`src/hw/rtl/sawc_pkg.sv`:
```
`default_nettype none
// ----------------------------------------------------------------------------
// sawc_pkg: shared types and constants for the serial adc word capture block
// register indexes, configuration bundle, result beat layout and word sizing
// ----------------------------------------------------------------------------
package sawc_pkg;

  localparam int MaxWordBits = 50;
  localparam int MinWordBits = 7;
  localparam int RegIdxW     = 2;
  localparam int AddrW       = RegIdxW + 2;
  localparam int DataW       = 32;

  typedef enum logic [RegIdxW-1:0] {
    RegWordSize   = 2'd0,
    RegWordCount  = 2'd1,
    RegHalfPeriod = 2'd2,
    RegGapTicks   = 2'd3
  } reg_idx_t;

  typedef struct packed {
    logic [5:0]  word_size_bits;
    logic [15:0] word_count;
    logic [7:0]  half_period_ticks;
    logic [15:0] gap_ticks;
  } cfg_t;

  // field order from the lowest bit up: chip_enable, serial_clock, word_valid,
  // word_value, run_done, busy_res
  typedef struct packed {
    logic                   busy_res;
    logic                   run_done;
    logic [MaxWordBits-1:0] word_value;
    logic                   word_valid;
    logic                   serial_clock;
    logic                   chip_enable;
  } res_t;

  // clamp the programmed word size into the supported range
  function automatic logic [5:0] eff_word_size(input logic [5:0] w);
    logic [5:0] r;
    r = w;
    if (w < 6'(MinWordBits)) r = 6'(MinWordBits);
    if (w > 6'(MaxWordBits)) r = 6'(MaxWordBits);
    return r;
  endfunction

endpackage
`default_nettype wire

```
`src/hw/rtl/serial_adc_word_capture.sv`:
```
`default_nettype none
// ----------------------------------------------------------------------------
// serial_adc_word_capture: serial converter reader driven by tick beats
// each input beat (start or tick) yields exactly one result beat that carries
// the pin levels and, when a word completes, the captured word
// ----------------------------------------------------------------------------
// output: each result beat is registered, in the output register or, while the
//   output stalls, in the skid entry
// throughput: one beat per cycle while the skid entry is free; the sequencer
//   update is a single pass of counter compare and shift logic, and a skid stage
//   keeps input open while a result waits
// reset: synchronous rst returns the sequencer to idle with pins low and the
//   registers to word size 16, count 1, half period 1, gap 0
module serial_adc_word_capture import sawc_pkg::*; (
  input  wire logic              clk,
  input  wire logic              rst,
  // input beats
  input  wire logic              s_tvalid,
  output logic                   s_tready,
  input  wire logic [7:0]        s_tdata,   // [0] data_bit, [7:1] zero
  input  wire logic              s_tuser,   // [0] func: 0 start run, 1 tick
  // result beats
  output logic                   m_tvalid,
  input  wire logic              m_tready,
  output logic [55:0]            m_tdata,   // [0] chip_enable, [1] serial_clock,
                                            // [51:2] word_value, [52] busy_res,
                                            // [55:53] zero
  output logic                   m_tuser,   // [0] word_valid
  output logic                   m_tlast,   // run_done
  // register port
  input  wire logic              psel,
  input  wire logic              penable,
  input  wire logic              pwrite,
  input  wire logic [AddrW-1:0]  paddr,
  input  wire logic [DataW-1:0]  pwdata,
  output logic [DataW-1:0]       prdata,
  output logic                   pready
);

  cfg_t     cfg;
  reg_idx_t reg_idx;
  logic     reg_wr;

  res_t core_res;
  logic in_accept;

  // output register plus one skid entry
  res_t out_res;
  logic out_valid;
  res_t skid_res;
  logic skid_valid;

  // ---------------------------------------------------------------------
  // register file, always ready, word aligned registers
  // ---------------------------------------------------------------------
  assign pready  = 1'b1;
  assign reg_idx = reg_idx_t'(paddr[AddrW-1:2]);
  assign reg_wr  = psel && penable && pwrite && pready;

  always_ff @(posedge clk) begin
    if (rst) begin
      cfg.word_size_bits    <= 6'd16;
      cfg.word_count        <= 16'd1;
      cfg.half_period_ticks <= 8'd1;
      cfg.gap_ticks         <= 16'd0;
    end else if (reg_wr) begin
      unique case (reg_idx)
        RegWordSize:   cfg.word_size_bits    <= pwdata[5:0];
        RegWordCount:  cfg.word_count        <= pwdata[15:0];
        RegHalfPeriod: cfg.half_period_ticks <= pwdata[7:0];
        RegGapTicks:   cfg.gap_ticks         <= pwdata[15:0];
        default: ;
      endcase
    end
  end

  // read back, zero extended
  always_comb begin
    unique case (reg_idx)
      RegWordSize:   prdata = {26'd0, cfg.word_size_bits};
      RegWordCount:  prdata = {16'd0, cfg.word_count};
      RegHalfPeriod: prdata = {24'd0, cfg.half_period_ticks};
      RegGapTicks:   prdata = {16'd0, cfg.gap_ticks};
      default:       prdata = '0;
    endcase
  end

  // ---------------------------------------------------------------------
  // sequencer: state advances on every accepted beat
  // ---------------------------------------------------------------------
  assign s_tready  = !skid_valid;
  assign in_accept = s_tvalid && s_tready;

  sawc_core u_core (
    .clk      (clk),
    .rst      (rst),
    .step     (in_accept),
    .func     (s_tuser),
    .data_bit (s_tdata[0]),
    .cfg      (cfg),
    .res      (core_res)
  );

  // ---------------------------------------------------------------------
  // result beat buffering: skid entry fills only while the output stalls
  // ---------------------------------------------------------------------
  always_ff @(posedge clk) begin
    if (rst) begin
      out_valid  <= 1'b0;
      skid_valid <= 1'b0;
    end else if (!out_valid || m_tready) begin
      if (skid_valid) begin
        out_res    <= skid_res;
        out_valid  <= 1'b1;
        skid_valid <= 1'b0;
      end else begin
        out_res   <= core_res;
        out_valid <= in_accept;
      end
    end else if (in_accept) begin
      skid_res   <= core_res;
      skid_valid <= 1'b1;
    end
  end

  assign m_tvalid = out_valid;
  assign m_tdata  = {3'd0, out_res.busy_res, out_res.word_value,
                     out_res.serial_clock, out_res.chip_enable};
  assign m_tuser  = out_res.word_valid;
  assign m_tlast  = out_res.run_done;

`ifndef SYNTHESIS
  a_skid_only_when_full: assert property (@(posedge clk) disable iff (rst)
    skid_valid |-> out_valid)
    else $error("skid entry holds a beat while output is empty");

  a_skid_fill_on_stall: assert property (@(posedge clk) disable iff (rst)
    (in_accept && out_valid && !m_tready) |=> skid_valid)
    else $error("accepted beat lost during output stall");

  a_no_accept_when_skid: assert property (@(posedge clk) disable iff (rst)
    skid_valid |-> !in_accept)
    else $error("beat accepted with skid entry occupied");
`endif

endmodule
`default_nettype wire

```
`src/hw/rtl/sawc_core.sv`:
```
`default_nettype none
// ----------------------------------------------------------------------------
// sawc_core: capture sequencer
// advances the enable / clock pin state and the word shifter by one start or tick beat
// ----------------------------------------------------------------------------
module sawc_core import sawc_pkg::*; (
  input  wire logic clk,
  input  wire logic rst,
  input  wire logic step,
  input  wire logic func,
  input  wire logic data_bit,
  input  wire cfg_t cfg,
  output res_t      res
);

  typedef enum logic [2:0] {
    PhIdle  = 3'd0,
    PhSetup = 3'd1,
    PhHigh  = 3'd2,
    PhLow   = 3'd3,
    PhGap   = 3'd4
  } phase_t;

  phase_t                 phase, phase_next;
  logic [15:0]            tick_counter, tick_counter_next;
  logic [5:0]             bit_counter, bit_counter_next;
  logic [15:0]            words_done, words_done_next;
  logic [MaxWordBits-1:0] shift_word, shift_word_next;
  logic                   enable_level, enable_level_next;
  logic                   clock_level, clock_level_next;

  logic [7:0]  half;
  logic [15:0] tick_inc;
  logic        half_hit;
  logic [15:0] words_inc;
  logic        do_sample;
  logic        do_begin;
  logic        word_valid;
  logic        run_done;

  always_comb begin
    half              = (cfg.half_period_ticks == 8'd0) ? 8'd1 : cfg.half_period_ticks;
    tick_inc          = tick_counter + 16'd1;
    half_hit          = tick_inc >= {8'd0, half};
    words_inc         = words_done + 16'd1;
    phase_next        = phase;
    tick_counter_next = tick_counter;
    bit_counter_next  = bit_counter;
    words_done_next   = words_done;
    shift_word_next   = shift_word;
    enable_level_next = enable_level;
    clock_level_next  = clock_level;
    do_sample         = 1'b0;
    do_begin          = 1'b0;
    word_valid        = 1'b0;
    run_done          = 1'b0;

    if (!func) begin
      if (phase == PhIdle && cfg.word_count != 16'd0) begin
        words_done_next = 16'd0;
        do_begin        = 1'b1;
      end
    end else begin
      unique case (phase)
        PhSetup: begin
          tick_counter_next = tick_inc;
          if (half_hit) do_sample = 1'b1;
        end
        PhHigh: begin
          tick_counter_next = tick_inc;
          if (half_hit) begin
            clock_level_next  = 1'b0;
            phase_next        = PhLow;
            tick_counter_next = 16'd0;
          end
        end
        PhLow: begin
          tick_counter_next = tick_inc;
          if (half_hit) begin
            if (bit_counter < eff_word_size(cfg.word_size_bits)) begin
              do_sample = 1'b1;
            end else begin
              enable_level_next = 1'b0;
              word_valid        = 1'b1;
              words_done_next   = words_inc;
              tick_counter_next = 16'd0;
              if (words_inc >= cfg.word_count) begin
                run_done   = 1'b1;
                phase_next = PhIdle;
              end else begin
                phase_next = PhGap;
              end
            end
          end
        end
        PhGap: begin
          if (tick_counter >= cfg.gap_ticks) do_begin = 1'b1;
          else tick_counter_next = tick_inc;
        end
        default: ;
      endcase
    end

    // sample one bit msb first and raise the serial clock
    if (do_sample) begin
      shift_word_next   = {shift_word[MaxWordBits-2:0], data_bit};
      bit_counter_next  = bit_counter + 6'd1;
      clock_level_next  = 1'b1;
      phase_next        = PhHigh;
      tick_counter_next = 16'd0;
    end

    // open a new word: enable high, setup interval starts
    if (do_begin) begin
      enable_level_next = 1'b1;
      clock_level_next  = 1'b0;
      bit_counter_next  = 6'd0;
      shift_word_next   = '0;
      tick_counter_next = 16'd0;
      phase_next        = PhSetup;
    end
  end

  always_ff @(posedge clk) begin
    if (rst) begin
      phase        <= PhIdle;
      tick_counter <= 16'd0;
      bit_counter  <= 6'd0;
      words_done   <= 16'd0;
      shift_word   <= '0;
      enable_level <= 1'b0;
      clock_level  <= 1'b0;
    end else if (step) begin
      phase        <= phase_next;
      tick_counter <= tick_counter_next;
      bit_counter  <= bit_counter_next;
      words_done   <= words_done_next;
      shift_word   <= shift_word_next;
      enable_level <= enable_level_next;
      clock_level  <= clock_level_next;
    end
  end

  always_comb begin
    res.chip_enable  = enable_level_next;
    res.serial_clock = clock_level_next;
    res.word_valid   = word_valid;
    res.word_value   = word_valid ? shift_word : '0;
    res.run_done     = run_done;
    res.busy_res     = phase_next != PhIdle;
  end

`ifndef SYNTHESIS
  a_clock_needs_enable: assert property (@(posedge clk) disable iff (rst)
    clock_level |-> enable_level)
    else $error("serial clock high while enable low");

  a_idle_lines_low: assert property (@(posedge clk) disable iff (rst)
    (phase == PhIdle) |-> (!enable_level && !clock_level))
    else $error("pins active while idle");

  a_bit_count_range: assert property (@(posedge clk) disable iff (rst)
    bit_counter <= 6'(MaxWordBits))
    else $error("bit counter beyond word size");

  a_done_ends_run: assert property (@(posedge clk) disable iff (rst)
    (step && res.run_done) |-> (res.word_valid && !res.busy_res && !res.chip_enable))
    else $error("run end without finished word");
`endif

endmodule
`default_nettype wire

```
`config.mk`:
```
export PLATFORM = sky130hd
export DESIGN_NAME = serial_adc_word_capture
export DESIGN_NICKNAME = d
export VERILOG_FILES = /design/src/hw/rtl/sawc_pkg.sv /design/src/hw/rtl/serial_adc_word_capture.sv /design/src/hw/rtl/sawc_core.sv
export SDC_FILE = /design/constraint.sdc
export NUM_CORES = 1
export LEC_CHECK = 0
export ABC_AREA = 1
export BUFFER_PORTS_ARGS = -buffer_cell sky130_fd_sc_hd__buf_4
export CAP_MARGIN = 40
export CORE_ASPECT_RATIO = 0.5
export CORE_MARGIN = 2
export CORE_UTILIZATION = 59
export CTS_CLUSTER_SIZE = 10
export DETAILED_ROUTE_END_ITERATION = 12
export GPL_TIMING_DRIVEN = 0
export PLACE_DENSITY = 0.78
export SLEW_MARGIN = 0
export SYNTH_ARGS = -nofsm -noshare
export SYNTH_HDL_FRONTEND = slang
export SYNTH_HIERARCHICAL = 1
export SYNTH_SLANG_ARGS = --single-unit
```
`constraint.sdc`:
```
create_clock -name clk -period 7.2 [get_ports clk]
set_input_delay 1.44 -clock clk [delete_from_list [all_inputs] [get_ports clk]]
set_output_delay 1.44 -clock clk [all_outputs]
set_load 0.01 [all_outputs]
```
# [Yosys cells after proc, flatten, opt, wreduce, memory -nomap -nowiden]
# Cells that the tools add are included.
[totals] ff_bits=251 output_inout_bits=93 wordCells=136
[classes] add_sub_neg=3 magnitude_cmp=6 eq_ne=11 muxes=63 bitwise_logic=2 reduce_logical=26
[ops] op="16-bit two-way mux" count=12
[ops] op="50-bit two-way mux" count=3
[ops] op="32-bit one-hot mux with 4 select lines" count=1
[ops] op="16-bit one-hot mux with 4 select lines" count=1
[ops] op="55-bit two-way mux" count=1
[ops] op="6-bit two-way mux" count=7
[ops] op="16-bit by 1-bit adder with 16-bit output, second input constant" count=2
[ops] op="16-bit greater-or-equal comparator" count=2
[ops] op="1-bit two-way mux" count=28
[ops] op="3-bit two-way mux" count=7
[ops] op="16-bit by 8-bit greater-or-equal comparator with 1-bit output" count=1
[ops] op="16-bit nonzero test" count=1
[ops] op="2-bit AND reduction" count=6
[ops] op="8-bit zero test" count=1
[ops] op="8-bit two-way mux" count=1
[ops] op="6-bit by 1-bit adder with 6-bit output, second input constant" count=1
[ops] op="3-bit by 2-bit equality test with 1-bit output, second input constant" count=2
[ops] op="6-bit > comparator, second input constant" count=1
[ops] op="6-bit by 3-bit < comparator with 1-bit output, second input constant" count=1
[ops] op="6-bit < comparator" count=1
[ops] op="3-bit one-hot mux with 2 select lines" count=1
[ops] op="3-bit nonzero test" count=2
[ops] op="6-bit nonzero test" count=1
[ops] op="5-bit AND reduction" count=1
[ops] op="other kinds (18)" count=26

# [Longest topological paths before layout]
[logic_depth] word_depth=15 mapped_depth=21 depth_no_buf=21

# [Cells and area by module]
# Netlist, hierarchy kept.
[by_module_without_submodules] module="sawc_core" instances=1 cells_each=1082 area_each_um2=6613.8 seq_area_each_um2=1861.8
[by_module_without_submodules] module="serial_adc_word_capture" instances=1 cells_each=650 area_each_um2=6399.9 seq_area_each_um2=4264.1

# [Worst setup path before layout]
# Ideal clock, no wire load.
[synth_timing] path_kind="input to register" start="in rst" end="reg skid_res[0] in the netlist's numbering (enable)" setup_time_ns=0.536 arrival_ns=5.489 required_time_ns=6.664 path_slack_ns=1.176 cell_stages=4 path_buffers=1 path_cell_list="inv_1 -> buf_2 -> nand2_1 -> nor3_1"
[synth_via] elab_chain_len=2
[synth_lines] element="start: declaration" line_no="serial_adc_word_capture.sv:16" source="input wire logic rst,"
[synth_lines] element="1-bit inverter (no line)"
[synth_lines] element="3-bit AND reduction (no line)"
[synth_lines] element="end signal: assignment" line_no="serial_adc_word_capture.sv:121" source="skid_res <= core_res;"
[synth_lines] element="end: declaration" line_no="serial_adc_word_capture.sv:50" source="res_t skid_res;"
# Every way passes these cells.
# A chain may end at the register's enable or synchronous reset.

# [Final worst setup path]
[layout_timing] start="in paddr[2]" end="out prdata[5]"
[layout_via] elab_chain_len=2 elab_cells_between_ends=5 classes_between="eq/ne (3); mux (1); reduce/logical (1)"
[layout_lines] element="start: declaration" line_no="serial_adc_word_capture.sv:34" source="input wire logic [AddrW-1:0] paddr,"
[layout_lines] element="2-bit equality test (tied with other cells)" line_no="serial_adc_word_capture.sv:79" source="unique case (reg_idx)"
[layout_lines] element="32-bit one-hot mux with 4 select lines *" line_no="serial_adc_word_capture.sv:79"
[layout_lines] element="end: declaration" line_no="serial_adc_word_capture.sv:36" source="output logic [DataW-1:0] prdata,"
# Mark *: on every way between the ends. The rest lies on a longest branch, timed or not. The select of a mux whose other input is x is not followed.

==> flow_metrics.tcl <==
set metrics [dict create \
    cts_root_buf "clkbuf_16" \
    syn_to_final_growth_pct 16.1 \
    synthMuxAreaShare_pct 0 \
    path_max_fanout 10 \
    grt_pass1_vias 9904 \
    antenna_found_initial 0 \
    synth_top_family_by_area "simple AND/OR/NAND/NOR gates" \
    switchingPower_mw 0.918 \
    design.die.area_mm2 0.0233 \
    layout_commonest_cell "nand2_1" \
    synth.distinct_cells 42 \
    final_util_pct 69.8 \
    rows 38 \
    cts_sinks 251 \
    io_pins 145 \
    place_ws_ps 3290 \
    p_sw_share_pct 27.0 \
    end_kind "primary output" \
    chipWidth_um 214 \
    cts_made_buffers 29 \
    syn-cell-area_mm2 0.0130 \
    p_comb_share_pct 14.4 \
    diodes 0 \
    vias 11300 \
    worstSkewPairLatency_ps 560 \
    hp-class "flop to flop" \
    powerDensity_mw_per_mm2 225 \
    synth-simple-area-share_pct 30.8 \
    p_int_mw 2.48 \
    syn_area_per_cell_um2 7.51 \
    crit_arrival_ps 2520 \
    grt_pass1_wl_um 48900 \
    tightest_slew_ps 730 \
    async_flop_share_pct 0 \
    instances_no_fill 2204 \
    rr_endpoint "m_tdata[52]" \
    synth_flop_cell "dfxtp_1" \
    cts_tree "built" \
    grt_usage_pct 26.0 \
    seqPwrFrac_pct 46.8 \
    irDropWorstVdd_uv 160 \
    avgRoutedWirePerCell_um 13.8 \
    die_y_um 109 \
    final-hold-violation-count 0 \
    postSynthCellCount 1732 \
    synthAdderAreaFrac_pct 4.61 \
    post_cts_buffers 0 \
    synth-seq-cells 251 \
    grt_max_degree 34 \
    status "completed" \
    drt-pass1-iter-count 8 \
    dp_hpwl_um 22200 \
    fmax_ghz 0.253 \
    ctsHoldBuffers 0 \
    holdWs_ps 466 \
    overflow 0 \
    finalCritPeriodShare_pct 55.0 \
    cts.repair.resized 0 \
    clk_pin_slew_ps 60 \
    skew_ps 14.9 \
    rrSetupSlack_ps 3540 \
    clockPowerShare_pct 38.8 \
    synth-edff-count 110 \
    tns_ps 0 \
    drt-total-wl_um 30400 \
    synth_compound_area_share_pct 6.37 \
    nets 1986 \
    io_buffers 99 \
    final_cell_mix "nand2_1 (486), nor2_1 (327), inv_1 (186)" \
    p_leak_nw 6.87 \
    routabilityCongestion 0.935 \
    hp-start "u_core/enable_level" \
    r2r_start "u_core/words_done[0]" \
    min_period_ps 3960 \
    via_per_inst 5.11 \
    yosysWarningCount 6 \
    min_to "u_core/enable_level" \
    ys_seq_area_share_pct 47.1 \
    placed_cells 2155 \
    htreeDepth 1 \
    cts.path.max_buffers 3 \
    initial_core_util_pct 60.2 \
    finalSetupViolations 0 \
    cp-start-kind "primary input" \
    initialDrtViolationCount 876 \
    cap_viol_max_count 0 \
    rr_worst_depth 21 \
    final_layout_size_suffix_gt1_share_pct 12.4 \
    synthXorXnorAreaFrac_pct 1.14 \
    final-max-slew-violation-count 0 \
    crit_required_ps 5760 \
    timing_worst_setup_path_type "primary input to primary output" \
    hold-path-cell-count 2 \
    core_mm2 0.0216 \
    slew_headroom_pct 51.2 \
    worst_slack_ps 3240 \
    route.detailed.drc 0 \
    ant_nets 0 \
    rsz0062_at_grt "no" \
]
[stage by stage]
stage               power, mW  area (um^2)
floorplan                1.96        13100
global placement         2.09        14200
detailed placement       2.10        14300
CTS                      3.41        15100
global route             3.55        15100
finish                   3.39        15100
[how the worst max path moves through the flow]
stage	start	endpoint	slack (ps)	depth (start not counted)
detailed placement	paddr[2]	prdata[5]	3290	7
global placement	rst	skid_res[37]	-870	5
floorplan	rst	skid_res[0]	1180	4
global route	u_core/words_done[0]	m_tdata[52]	3130	21
CTS	paddr[2]	prdata[5]	3290	7
finish	paddr[2]	prdata[5]	3240	7
[power groups by stage]
stage / Combinational (mW) / Sequential (mW) / Clock [mW]
final: 0.488 / 1.59 / 1.32
after global routing: 0.556 / 1.59 / 1.40
after CTS: 0.486 / 1.59 / 1.34
after detailed placement: 0.482 / 1.62 / 0
after global placement: 0.469 / 1.62 / 0
after floorplan: 0.343 / 1.62 / 0
[synth_stat cells (all sizes together) (8+ instances only)]
cell type / instances / share of area, %
nand2: 494 / 15
nor2: 338 / 10
inv: 189 / 5.5
dfxtp: 141 / 22
edfxtp: 110 / 25
nand3: 85 / 3.5
buf: 73 / 3.7
o21ai: 69 / 2.7
a21oi: 66 / 2.7
ha: 48 / 4.6
nand4: 36 / 1.7
clkbuf: 26 / 0.75
xor2: 15 / 1.0
nor3: 9 / 0.35
a22o: 8 / 0.54
[per-layer routing]
| metal | vias up | wire, um | GRT usage, % |
|---|---|---|---|
| met5 | - | 0 | 0 |
| met4 | 0 | 556 | 5.94 |
| met3 | 55 | 2150 | 4.44 |
| met2 | 356 | 13700 | 42.9 |
| met1 | 5069 | 14000 | 36.2 |
| li1 | 5776 | - | - |
[flip-flops by register name (all words and copies together), names as in the netlist]
name                 count
cfg                     46
m_tdata                 53
m_tlast                  1
m_tuser                  1
m_tvalid                 1
skid_res                55
skid_valid               1
u_core/bit_counter       6
u_core/clock_level       1
u_core/enable_level      1
u_core/phase             3
u_core/shift_word       50
u_core/tick_counter     16
u_core/words_done       16
[cell type report]
type / instances / area [um^2]
buffer: 99 / 583
clock buffer: 47 / 793
clock inverter: 2 / 28.8
fill: 1818 / 6530
inverter: 190 / 713
multi-input combinational: 1210 / 5670
sequential: 251 / 6130
tap: 300 / 375
timing repair buffer: 105 / 812
[logic make-up (layout without fill, tap and decap cells)]
family / count (synthesis) / in the layout
AND/OR/NAND/NOR: 973 / 973
buffers and inverters: 289 / 443
flip-flops: 251 / 251
AO/OA/AOI/OAI: 152 / 152
adder cells (fa/ha/maj): 48 / 48
XOR/XNOR: 17 / 17
other: 2 / 20
[worst max-delay path, cell delays in order]
cell     delay, ps
buf_4          110
nand2_1        100
inv_1          150
buf_2          250
nand2_1        120
nand4_1        190
buf_4          150
Power figures use the tool's default switching activity.
